[src/hdl/jls_pkg.sv]
package jls_pkg;

  localparam int MAX_UNKNOWNS = 8;
  localparam int COLS         = MAX_UNKNOWNS + 1;
  localparam int VAL_W        = 48;
  localparam int HALF_W       = 25;
  localparam int PROD_W       = 2 * HALF_W;
  localparam int ACC_W        = 100;
  localparam int SUM_W        = 51;
  localparam int ROW_W        = 3;
  localparam int CNT_W        = 4;

  localparam logic signed [VAL_W-1:0] VAL_MAX = {1'b0, {(VAL_W-1){1'b1}}};
  localparam logic signed [VAL_W-1:0] VAL_MIN = {1'b1, {(VAL_W-1){1'b0}}};

  localparam logic [1:0] REG_SYSTEM_SIZE = 2'd0;
  localparam logic [1:0] REG_TOLERANCE   = 2'd1;
  localparam logic [1:0] REG_ITER_LIMIT  = 2'd2;

  localparam logic [1:0] STATUS_CONVERGED  = 2'd0;
  localparam logic [1:0] STATUS_LIMIT      = 2'd1;
  localparam logic [1:0] STATUS_ZERO_PIVOT = 2'd2;

  function automatic logic [VAL_W-1:0] mag(input logic [VAL_W-1:0] v);
    mag = v[VAL_W-1] ? (~v + 1'b1) : v;
  endfunction

endpackage

[src/hdl/jls_mul.sv]
module jls_mul (
  input  logic                        clk,
  input  logic [jls_pkg::HALF_W-1:0]  a,
  input  logic [jls_pkg::HALF_W-1:0]  b,
  output logic [jls_pkg::PROD_W-1:0]  p
);

  logic [jls_pkg::PROD_W-1:0] p_r;

  always_ff @(posedge clk) begin
    p_r <= jls_pkg::PROD_W'(a) * jls_pkg::PROD_W'(b);
  end

  assign p = p_r;

endmodule

[config.mk]
export PLATFORM = sky130hd
export DESIGN_NAME = jls_mul
export DESIGN_NICKNAME = d
export VERILOG_FILES = /design/src/hdl/jls_pkg.sv /design/src/hdl/jls_mul.sv
export SDC_FILE = /design/constraint.sdc
export NUM_CORES = 2
export LEC_CHECK = 0
export ABC_AREA = 1
export BUFFER_PORTS_ARGS = -buffer_cell sky130_fd_sc_hd__buf_2
export CAP_MARGIN = 10
export CORE_ASPECT_RATIO = 0.7
export CORE_MARGIN = 2
export CORE_UTILIZATION = 60
export DETAILED_ROUTE_END_ITERATION = 10
export GPL_TIMING_DRIVEN = 0
export PLACE_DENSITY_LB_ADDON = 0.3
export SLEW_MARGIN = 20
export SYNTH_ARGS = -nofsm -noshare
export SYNTH_HDL_FRONTEND = slang
export SYNTH_SLANG_ARGS = --single-unit
[constraint.sdc]
create_clock -name clk -period 11.8 [get_ports clk]
set_input_delay 1.18 -clock clk [delete_from_list [all_inputs] [get_ports clk]]
set_output_delay 1.18 -clock clk [all_outputs]
set_load 0.02 [all_outputs]
==> flow_metrics.tcl <==
set metrics [dict create \
    yosys-top-cells-area "fa_1 44%, inv_1 17%, nand2_1 16%, ha_1 9.7%, dfxtp_1 4.2%" \
    gr-total-overflow 0 \
    clk_pin_slew_ns 0.07 \
    hp-class "in2reg" \
    cts_sinks 50 \
    start_util_pct 61.39 \
    tritoncts "yes" \
    synthXorXnorAreaFrac_pct 0.9945 \
    post_drt_via_cell_ratio 5.261 \
    gp_congestion 1.081 \
    ant_nets 0 \
    rsz0062_at_grt "no" \
    wl_per_cell_microns 20.79 \
    cpMostUsedCell "nand2_1" \
    worst_pin_slew_ns 1.271 \
    fillers 3651 \
    die_x_microns 241.9 \
    cp.buffers_inverters 11 \
    largest_reg_flops 50 \
    cp_slowest_cell "clkbuf_1" \
    synth_top_area_share_pct 44.28 \
    critPathMaxFanout 10 \
    die_area_sq_um 41270 \
    port_buffers 50 \
    area_growth_pct 4.557 \
    yosys_warnings 0 \
    drc_errors 0 \
    max_stage_delay_ns 0.85 \
    ys_types 26 \
    regArea_sq_um 1001 \
    yosys.area.top_type "fa_1" \
    synth_top_family_by_area "adder cells" \
    crit_required_ns 12.00 \
    track_usage_pct 39.94 \
    syn_inst 3268 \
    synth_fa_ha_area_share_pct 54.02 \
    drv_slew 0 \
    max_clock_freq_mhz 122.1 \
    fin_crit_sh_pct 69.42 \
    ctsLongestPathBuffers 2 \
    avgSynthCellArea_sq_um 7.276 \
    vias 20290 \
    wirelength_mm 80.16 \
    cp-start-kind "primary input" \
    die_h_microns 170.6 \
    rows 60 \
    ctsRootBufferMaster "clkbuf_16" \
    post-synth-top-count-cell "inv_1" \
    first_global_vias 19910 \
    cp-end-kind "register" \
    yosys_register_bits 50 \
    min_period_ns 8.192 \
    async_flop_share_pct 0 \
    io_pins 101 \
    drtIter0Drc 2252 \
    multi_input_area_sq_um 18000 \
    drt_first_pass_iters 6 \
    cts_hold_buf 0 \
    h-tree-depth 2 \
    antenna_found_initial 3 \
    maxSlewHeadroom_pct 15.30 \
    drive_gt1_share_pct 4.450 \
    cp_top_family "adder cells" \
    setup-tns-final_ns 0 \
    synth_compound_area_share_pct 0.8892 \
    netlist_area_sq_um 23780 \
    setup_violations 0 \
    status "finished clean" \
    synth_edf_count 0 \
    core_sq_um 38740 \
    synth_simple_gate_area_share_pct 19.78 \
    timing_worst_setup_path_type "in2reg" \
    synth_ff_type "dfxtp_1" \
    cp.arrival_ns 8.39 \
    nets 4087 \
    grt_max_degree 16 \
    grt_pass1_wl_mm 120.0 \
    synthTopCellsByCount "1,106 x inv_1, 997 x nand2_1, 526 x fa_1" \
    ys_seq_area_share_pct 4.209 \
    syn_nets 4030 \
    drv_cap 0 \
    final-hold-violation-count 0 \
    cts_buffers 5 \
    dpl.hpwl_mm 68.37 \
    post_cts_buffers 0 \
    post_cts_resized 0 \
    yosys-mux-area-fraction_pct 0 \
]
==> cell type report <==
class                      instances  share of cell area [%]
multi-input combinational       1944                   72.38
inverter                        1124                   16.97
sequential                        50                   4.026
tap                              527                   2.652
buffer                           150                   2.270
timing repair buffer              50                   1.006
clock buffer                       5                  0.5032
clock inverter                     3                  0.1610
antenna                            3                 0.03019
==> per-stage QoR <==
step	utilization, %	setup slack [ns]	hold slack [ns]	cells	instance area, sq um
floorplan	-	5.080	1.466	3268	23780
global placement	63.73	3.577	1.596	3845	24690
detailed placement	63.73	3.609	1.595	3845	24690
CTS	64.16	3.908	1.375	3853	24850
global route	64.18	3.494	1.398	3856	24860
finish	64.18	3.608	1.398	3856	24860
==> logic make-up (layout without fill, tap and decap cells) <==
logic type	count (synthesis)	count (layout)
other cells	0	3
fa+ha+maj	711	711
simple gates	1168	1168
xor+xnor	27	27
compound gates	38	38
buf+inv	1274	1332
flops	50	50
==> per-layer routing <==
layer  share of wire, %  global-route usage, %  vias up
met1                 40                  56.27     9769
met5               0.28                  3.765        -
met2                 40                  54.92     1330
li1                   -                      -     8977
met4                4.1                  13.29        4
met3                 16                  16.96      207
==> path summary, 6_finish.rpt <==
kind / from / end / cells past startpoint
setup / recovery: a[9] / p[38] / 30
hold / removal: b[0] / p[0] / 3
==> worst min-delay path: stages <==
cell and delay, ns:
clkbuf_1 0.28, nand2_1 0.15, inv_1 0.04
==> placed cells by master (no fill, tap or decap) <==
| master | count |
|---|---|
| nor2_2 | 28 |
| a21oi_2 | 1 |
| inv_1 | 1106 |
| clkbuf_2 | 1 |
| o21bai_1 | 5 |
| dfxtp_1 | 50 |
| buf_2 | 50 |
| nand2_2 | 25 |
| nand3_2 | 9 |
| clkbuf_1 | 149 |
| fa_1 | 526 |
| nor2_4 | 6 |
| nor3_1 | 5 |
| clkbuf_16 | 5 |
| nor2_1 | 51 |
| inv_2 | 17 |
| clkinv_1 | 1 |
| clkinv_2 | 2 |
| ha_1 | 185 |
| nand3_1 | 37 |
| nand2_1 | 997 |
| a21o_1 | 1 |
| xor2_1 | 24 |
| o21ai_0 | 1 |
| bufinv_16 | 1 |
| a31oi_1 | 2 |
| a21oi_1 | 28 |
| diode_2 | 3 |
| nor3_2 | 2 |
| xnor2_1 | 3 |
| or2_2 | 1 |
| nand4_1 | 7 |
Power is not shown: default switching activity piles up to over one toggle a cycle in this logic, so the estimate is an artifact.
