===== config.mk =====
export PLATFORM = sky130hd
export DESIGN_NAME = jls_div
export DESIGN_NICKNAME = d
export VERILOG_FILES = /design/src/hdl/jls_pkg.sv /design/src/hdl/jls_div.sv
export SDC_FILE = /design/constraint.sdc
export NUM_CORES = 1
export LEC_CHECK = 0
export ABC_CLOCK_PERIOD_IN_PS = 18900
export BUFFER_PORTS_ARGS = -buffer_cell sky130_fd_sc_hd__buf_2
export CAP_MARGIN = 0
export CORE_UTILIZATION = 44
export DETAILED_ROUTE_END_ITERATION = 16
export RECOVER_POWER = 25
export SETUP_SLACK_MARGIN = 0.5
export SYNTH_ARGS = -nofsm -noshare
export SYNTH_HDL_FRONTEND = slang
export SYNTH_SLANG_ARGS = --single-unit

===== constraint.sdc =====
create_clock -name clk -period 18.9 [get_ports clk]
set_input_delay 3.78 -clock clk [delete_from_list [all_inputs] [get_ports clk]]
set_output_delay 3.78 -clock clk [all_outputs]
set_load 0.02 [all_outputs]

===== src/hdl/jls_pkg.sv =====
package jls_pkg;

  localparam int MAX_UNKNOWNS = 8;
  localparam int COLS         = MAX_UNKNOWNS + 1;
  localparam int VAL_W        = 48;
  localparam int HALF_W       = 25;
  localparam int PROD_W       = 2 * HALF_W;
  localparam int ACC_W        = 100;
  localparam int SUM_W        = 51;
  localparam int ROW_W        = 3;
  localparam int CNT_W        = 4;

  localparam logic signed [VAL_W-1:0] VAL_MAX = {1'b0, {(VAL_W-1){1'b1}}};
  localparam logic signed [VAL_W-1:0] VAL_MIN = {1'b1, {(VAL_W-1){1'b0}}};

  localparam logic [1:0] REG_SYSTEM_SIZE = 2'd0;
  localparam logic [1:0] REG_TOLERANCE   = 2'd1;
  localparam logic [1:0] REG_ITER_LIMIT  = 2'd2;

  localparam logic [1:0] STATUS_CONVERGED  = 2'd0;
  localparam logic [1:0] STATUS_LIMIT      = 2'd1;
  localparam logic [1:0] STATUS_ZERO_PIVOT = 2'd2;

  function automatic logic [VAL_W-1:0] mag(input logic [VAL_W-1:0] v);
    mag = v[VAL_W-1] ? (~v + 1'b1) : v;
  endfunction

endpackage


===== src/hdl/jls_div.sv =====
module jls_div (
  input  logic                              clk,
  input  logic                              rst_n,
  input  logic                              start,
  input  logic [jls_pkg::ACC_W-1:0]         num,
  input  logic [jls_pkg::VAL_W-1:0]         den,
  output logic                              done,
  output logic signed [jls_pkg::VAL_W-1:0]  q
);

  typedef enum logic [1:0] {D_IDLE, D_CHK, D_RUN, D_FIN} dstate_t;

  dstate_t                        state_r;
  logic [jls_pkg::ACC_W-1:0]      rem_r;
  logic [jls_pkg::ACC_W-1:0]      dsh_r;
  logic [jls_pkg::VAL_W-1:0]      quo_r;
  logic [5:0]                     bit_r;
  logic                           neg_r;
  logic                           done_r;
  logic signed [jls_pkg::VAL_W-1:0] q_r;
  logic                           ge;

  assign ge = (rem_r >= dsh_r);

  always_ff @(posedge clk) begin
    if (!rst_n) begin
      state_r <= D_IDLE;
      done_r  <= 1'b0;
    end else begin
      done_r <= 1'b0;
      unique case (state_r)
        D_IDLE: begin
          if (start) begin
            neg_r   <= num[jls_pkg::ACC_W-1] ^ den[jls_pkg::VAL_W-1];
            rem_r   <= num[jls_pkg::ACC_W-1] ? (~num + 1'b1) : num;
            dsh_r   <= jls_pkg::ACC_W'(jls_pkg::mag(den)) << jls_pkg::VAL_W;
            state_r <= D_CHK;
          end
        end
        D_CHK: begin
          if (ge) begin
            quo_r   <= '1;
            state_r <= D_FIN;
          end else begin
            quo_r   <= '0;
            dsh_r   <= dsh_r >> 1;
            bit_r   <= 6'(jls_pkg::VAL_W - 1);
            state_r <= D_RUN;
          end
        end
        D_RUN: begin
          if (ge) rem_r <= rem_r - dsh_r;
          quo_r <= {quo_r[jls_pkg::VAL_W-2:0], ge};
          dsh_r <= dsh_r >> 1;
          if (bit_r == 6'd0) state_r <= D_FIN;
          else bit_r <= bit_r - 6'd1;
        end
        D_FIN: begin
          if (neg_r) q_r <= quo_r[jls_pkg::VAL_W-1] ? jls_pkg::VAL_MIN : -quo_r;
          else       q_r <= quo_r[jls_pkg::VAL_W-1] ? jls_pkg::VAL_MAX : quo_r;
          done_r  <= 1'b1;
          state_r <= D_IDLE;
        end
        default: state_r <= D_IDLE;
      endcase
    end
  end

  assign done = done_r;
  assign q    = q_r;

endmodule


==> key figures, run 1 <==
Final layout
  – Most frequent cells in the layout: edfxtp_1 (299), a21oi_1 (264), nand2_1 (261)
  – Fillers: 5010
  – Commonest non-fill, non-tap cell in the layout: edfxtp_1
  – Finished Cell Area: between 20000 and 30000 sq um
  – Area delta synth->final: 11.8%
  – Layout cell share with drive strength beyond 1: 0.110
  – Final net count: 3001

STA
  – Rel. slew slack: -1.24
  – Setup_tns: 0 ns
  – Fmax: 0.120 GHz
  – Hold Violations, Final: 0
  – Final worst path period need: 8.34 ns
  – Final hold slack: around 0.55 ns
  – Final setup vio count: 0
  – Clk_skew: around 0.024 ns
  – Final period util: 0.441
  – Worst-margin pin slew: 3.36 ns
  – Slew Viols, Final: 439
  – RSZ-0062 raised after global routing: no

Setup path
  – Setup crit end kind: flop
  – Critical Path Source Type: input port
  – Crit path arrival time: 8.66 ns
  – Critical path class: input port to flop
  – Data required, critical path: between 15 and 20 ns
  – Max FO, Critical Path: 53

Drt
  – Wire per inst: 20.0 um
  – Via/cell ratio: 5.90
  – Final WL: 69000 um
  – DRC: 2
  – Initial DRC Count: about 1800
  – Number of iterations in the first detailed-routing pass: 12
  – Final ANT Viol Nets: 0
  – Routed vias: between 20000 and 25000

CTS
  – Post_cts resized: 0
  – Worst-Skew Late Latency: 0.58 ns
  – CTS tree: built
  – CTS clk-pin slew, worst paths: 0.06 ns
  – H-Tree Depth: 2
  – Post-CTS setup buffers: 0
  – Num CTS Buffers: 37
  – Root Buffer: clkbuf_16
  – Clock Tree Buf Depth: 3
  – CTS Hold Bufs: 0
  – Clk sink count: 302

Global routing
  – Antenna violations before repair: 1
  – Vias in the first global route: 19300
  – Largest net degree at the start of global routing: 92
  – GR Overflow Total: 0
  – First-pass GRT wire length: around 110000 um
  – GR Util All Layers: 0.258

Yosys
  – Synthesis-stage register bit count: 302
  – Area leader, netlist: edfxtp_1
  – Syn Inst Count: 2617
  – FFs w/ async S/R, synth: 0
  – Top-area cell type share of the netlist area: 0.393
  – Synth Flop Type: edfxtp_1
  – YS warnings: 0
  – Netlist Area Pre-Place: 22800 sq um
  – Post-synth EDFFs: 299
  – Seq/Total Area, Yosys: 0.396
  – Post-synth cell types: 77
  – Dominant cells by area after synthesis: edfxtp_1 (39%), a21oi_1 (5.8%), ha_1 (5.7%)
  – Synth Net Count: 2873
  – Mean Syn Cell Area: between 8 and 9 sq um

Pwr
  – Static Leakage: 9.67 nW
  – Pwr dens: 164 nW/um^2
  – Worst IR drop on VDD: between 0.09 and 0.1 mV
  – Pwr Total: around 4.2 mW

Floorplan
  – Die Width: 230 um
  – Die area: 52800 sq um
  – Row cnt: 83
  – I/O pins: 200
  – Core box area: between 50000 and 60000 sq um
  – Die height: 230 um
  – Starting density of the core: 0.445

Placed design
  – Hpwl dp: 51800 um
  – Dpl cell area: roughly 24000 sq um
  – Number of port buffers: 199
  – Placer Congestion: 1.00

Job
  – # Max-Cap Violations: 8

Run status
  – Violated checks: DRC, capacitance limit, slew limit
  – Status: finished, violations left

Worst hold path
  – Min-Delay Path Class: flop to flop
## where the power goes
part           internal (mW)  switching [mW]  total, mW  leakage (nW)
Clock                  0.433           0.302      0.735         0.588
Sequential              1.07          0.0958       1.17          2.70
Combinational          0.776            1.51       2.29          6.38
## registers in the layout, indices dropped and copies added (netlist names)
register,cells
done,1
state_r,2
neg_r,1
bit_r,6
rem_r,100
dsh_r,96
quo_r,48
q,48
## path summary, 6_finish.rpt
check                     startpoint                 endpoint  slack [ns]  cells after the start
max reg2reg      rem_r[18]$_DFFE_PP_       rem_r[1]$_DFFE_PP_       12.63                     12
min reg2reg  dsh_r[20]$_SDFFCE_PP0P_  dsh_r[19]$_SDFFCE_PP0P_        0.55                      1
min          dsh_r[20]$_SDFFCE_PP0P_  dsh_r[19]$_SDFFCE_PP0P_        0.55                      1
max                          num[99]      rem_r[92]$_DFFE_PP_       10.56                      7
## per-layer routing
metal | global-route usage | share of wire | vias to the layer above
li1 | - | - | 9757
met1 | 0.391 | 0.48 | 9790
met2 | 0.380 | 0.42 | 753
met3 | 0.0362 | 0.071 | 84
met4 | 0.0733 | 0.023 | 0
met5 | 0 | 0 | -
## cell usage after synthesis (45+ instances only)
cell type,n
edfxtp_1,299
a21oi_1,265
nand2_1,261
o21ai_0,237
nor2_1,204
inv_1,185
xnor2_1,137
xor2_1,110
clkbuf_1,104
ha_1,104
and2_1,62
nor3_1,57
o31ai_1,50
nand4_1,46
nand3_1,45
## layout make-up
class	count	area, sq um	area share
Clock inverter	18	262	0.0102
Sequential cell	302	9040	0.354
Antenna cell	1	2.50	0.0000981
Tap cell	680	851	0.0333
Timing Repair Buffer	218	1120	0.0437
Inverter	188	706	0.0277
Multi-Input combinational cell	1998	12600	0.493
Clock buffer	47	963	0.0378
## metrics by stage
stage                     instances  utilization  worst slack [ns]
final                          3452        0.497             10.56
after global routing           3452        0.497             10.25
after CTS                      3451        0.498             11.90
after detailed placement       3386        0.474             11.28
after global placement         3386        0.474             11.30
after floorplan                2617            -              9.64
## critical path, stage by stage
cell and delay, ns:
clkbuf_1 1.44, clkbuf_1 1.73, o21ai_0 0.69, and2_1 0.38, xor2_1 0.14, o21ai_0 0.10
a211o_1 0.36
## cell families (layout without fill, tap and decap cells)
logic type / count (synthesis) / after routing / share of synthesized area
and+or+nand+nor: 864 / 864 / 0.187
AOI/OAI and AO/OA: 773 / 773 / 0.206
buffers and inverters: 317 / 471 / 0.0541
DFF: 302 / 302 / 0.396
xor gates and xnor gates: 247 / 247 / 0.0948
adders and majority gates: 105 / 105 / 0.0579
muxes: 9 / 9 / 0.00395
other: 0 / 1 / 0
No activity file was read; power rests on OpenSTA's default activity.
==> inputs of run 2 (changes only) <==
--- a/config.mk
+++ b/config.mk
@@ -5,7 +5,7 @@
 export SDC_FILE = /design/constraint.sdc
 export NUM_CORES = 1
 export LEC_CHECK = 0
-export ABC_CLOCK_PERIOD_IN_PS = 18900
+export ABC_CLOCK_PERIOD_IN_PS = 7600
 export BUFFER_PORTS_ARGS = -buffer_cell sky130_fd_sc_hd__buf_2
 export CAP_MARGIN = 0
 export CORE_UTILIZATION = 44
==> constraint.sdc (replaced) <==
create_clock -name clk -period 7.6 [get_ports clk]
set_input_delay 1.52 -clock clk [delete_from_list [all_inputs] [get_ports clk]]
set_output_delay 1.52 -clock clk [all_outputs]
set_load 0.02 [all_outputs]
==> key figures, run 2 (synthesis results as in run 1) <==
Setup path
  – Critical Path Source Type: flop
  – Crit path top cell by count: inv_1
  – Max FO, Critical Path: 82 (+55%)
  – R2r setup slk: 1.34 ns (-11.29 ns)
  – R2r worst-path depth: 6 (-6)
  – CP startpoint: state_r[0]$_SDFFE_PN0P_
  – Crit path buffers/inverters: 4 (+2)
  – Slowest cell on crit path: clkbuf_1
  – Data required, critical path: 7.81 ns (-11.41 ns)
  – Crit path to: rem_r[94]$_DFFE_PP_
  – Critical path class: flop to flop
  – Reg2reg end: rem_r[94]$_DFFE_PP_
  – Max incr delay on CP: 2.24 ns (+0.51 ns)
  – CP Depth: 6 (-1)
  – Crit path arrival time: 6.47 ns (-2.19 ns)
  – Critical-path cell list: inv_1, ha_1, inv_1, clkbuf_1, o21a_4, buf_4
  – Top delay family on crit path: buffers and inverters
  – Setup crit end kind: flop
  – FF-to-FF Start: state_r[0]$_SDFFE_PN0P_

CTS
  – Clock Tree Buf Depth: 3 (unchanged)
  – H-Tree Depth: 2 (unchanged)
  – Num CTS Buffers: 37 (unchanged)
  – Clk sink count: 302 (unchanged)
  – Root Buffer: clkbuf_16
  – Worst-Skew Late Latency: 0.56 ns (-0.02 ns)
  – Post_cts resized: 0 (unchanged)
  – CTS clk-pin slew, worst paths: 0.06 ns (about the same)
  – CTS Hold Bufs: 0 (unchanged)
  – Post-CTS setup buffers: 0 (unchanged)
  – CTS tree: built

Final layout
  – Area delta synth->final: 11.5%
  – Biggest regs: rem_r x100, dsh_r x96
  – Max FFs per register: 100 (unchanged)
  – Register Area: 9040 sq um (unchanged)
  – Commonest non-fill, non-tap cell in the layout: edfxtp_1
  – Layout cell share with drive strength beyond 1: 0.100 (-0.0104)
  – Multi-input gate area: 12600 sq um (about the same)
  – Largest Register: rem_r
  – Final net count: 3002 (+0.033%)
  – Fillers: 5042 (+0.64%)
  – Most frequent cells in the layout: edfxtp_1 (299), a21oi_1 (264), nand2_1 (261)
  – Diode count: 0 (-1)

Job
  – # Max-Cap Violations: 8 (unchanged)

Global routing
  – Met3 usage in global routing: 0.0363 (+0.000124)
  – Vias in the first global route: 19400 (+0.62%)
  – Antenna violations before repair: 0 (-1)
  – Met1 Track Usage GR: 0.379 (-0.0125)
  – GRT busiest layer: met2
  – First-pass GRT wire length: 108000 um (-0.50%)
  – GR Overflow Total: 0 (unchanged)
  – Met2 GRT Util: 0.387 (+0.00746)
  – Largest net degree at the start of global routing: 86 (-6.5%)
  – GR Util All Layers: 0.256 (-0.00210)

Drt
  – Final WL: 68400 um (-0.85%)
  – Initial DRC Count: 1670 (-8.5%)
  – Via/cell ratio: 5.92 (+0.28%)
  – Final ANT Viol Nets: 0 (unchanged)
  – DRC: 1 (-1)
  – Routed vias: 20400 (+0.23%)
  – Number of iterations in the first detailed-routing pass: 12 (unchanged)
  – Wire per inst: 19.8 um (-0.79%)

Placed design
  – Number of port buffers: 199 (unchanged)
  – Placer Congestion: 0.968 (-3.2%)
  – Hpwl dp: 51700 um (-0.17%)

Pwr
  – Net Sw Power: 4.72 mW (+150%)
  – Comb pwr share: 0.550 (+0.004)
  – Clock power share: 0.172 (-0.003)
  – Pint: 5.67 mW (+150%)
  – Pwr dens: 408 nW/um^2 (+150%)
  – Sequential share of power: 0.278 (about the same)
  – Static Leakage: 9.58 nW (-0.93%)
  – Sw frac: 0.454 (-0.00174)
  – Pwr Total: 10.4 mW (+150%)
  – Worst IR drop on VDD: 0.229 mV (+140%)

STA
  – RSZ-0062 raised after global routing: no
  – Hold Violations, Final: 0 (unchanged)
  – Final hold slack: 0.553 ns (+0.00428 ns)
  – Final worst path period need: ~6.3 ns
  – Final period util: 0.824
  – Slew Viols, Final: 485 (+10%)
  – Final setup vio count: 0 (unchanged)
  – Setup_tns: 0 ns (unchanged)
  – Rel. slew slack: -1.18 (+0.0583)
  – Worst-margin pin slew: 3.27 ns (-0.0875 ns)
  – Clk_skew: 0.0179 ns (-0.00564 ns)
  – Fmax: between 0.15 and 0.2 GHz

Floorplan
  – Die height: 230 um (unchanged)
  – Row cnt: 83 (unchanged)
  – Die area: 52800 sq um (unchanged)
  – Die Width: 230 um (unchanged)
  – Starting density of the core: 0.445 (unchanged)
  – Core box area: 51300 sq um (unchanged)
  – I/O pins: 200 (unchanged)

Run status
  – Violated checks: DRC, capacitance limit, slew limit
  – Status: finished, violations left

Worst hold path
  – Min-Delay Path Class: flop to flop
[run 2: worst min-delay path by stage]
| stage | startpoint | endpoint | slack (ns) | depth (start not counted) |
|---|---|---|---|---|
| after floorplan | dsh_r[49]$_DFFE_PP_ | dsh_r[48]$_DFFE_PP_ | 0.53 | 2 |
| after global placement | dsh_r[7]$_SDFFCE_PP0P_ | dsh_r[6]$_SDFFCE_PP0P_ | 0.54 | 1 |
| after detailed placement | dsh_r[7]$_SDFFCE_PP0P_ | dsh_r[6]$_SDFFCE_PP0P_ | 0.54 | 1 |
| after CTS | dsh_r[95]$_SDFFCE_PP0P_ | dsh_r[94]$_DFFE_PP_ | 0.55 | 2 |
| after global routing | dsh_r[7]$_SDFFCE_PP0P_ | dsh_r[6]$_SDFFCE_PP0P_ | 0.57 | 1 |
| final | dsh_r[95]$_SDFFCE_PP0P_ | dsh_r[94]$_DFFE_PP_ | 0.55 | 2 |
[run 2: through the flow]
stage / worst slack (ns) / instances / cell area (sq um) / utilization
floorplan: 1.51 / 2617 / 22800 / -
global placement: 1.87 / 3387 / 24300 / 0.475
detailed placement: 1.81 / 3387 / 24300 / 0.475
CTS: 1.77 / 3450 / 25500 / 0.498
global route: 0.916 / 3450 / 25400 / 0.496
finish: 1.34 / 3450 / 25400 / 0.496
[run 2: cell type report]
type | count | area share
sequential | 302 | 0.355
multi-input combinational | 1998 | 0.494
timing repair buffer | 219 | 0.0425
tap | 680 | 0.0334
clock inverter | 22 | 0.00998
inverter | 188 | 0.0277
clock buffer | 41 | 0.0370
[run 2: power groups by stage]
stage / registers, mW / logic [mW] / clock network, mW
after floorplan: 2.88 / 4.12 / 0
after global placement: 2.90 / 5.58 / 0
after detailed placement: 2.92 / 5.60 / 0
after CTS: 2.89 / 5.64 / 1.83
after global routing: 2.95 / 6.33 / 1.88
final: 2.89 / 5.72 / 1.79
[run 2: worst min-delay path, stage by stage (launching register included)]
cell      delay, ns
edfxtp_1       0.34
nand2_1        0.05
o21ai_0        0.05
[run 2: layer usage]
metal  vias up  share of wire
li1       9772              -
met1      9774           0.47
met2       773           0.43
met3       111          0.068
met4         0          0.026
met5         -              0
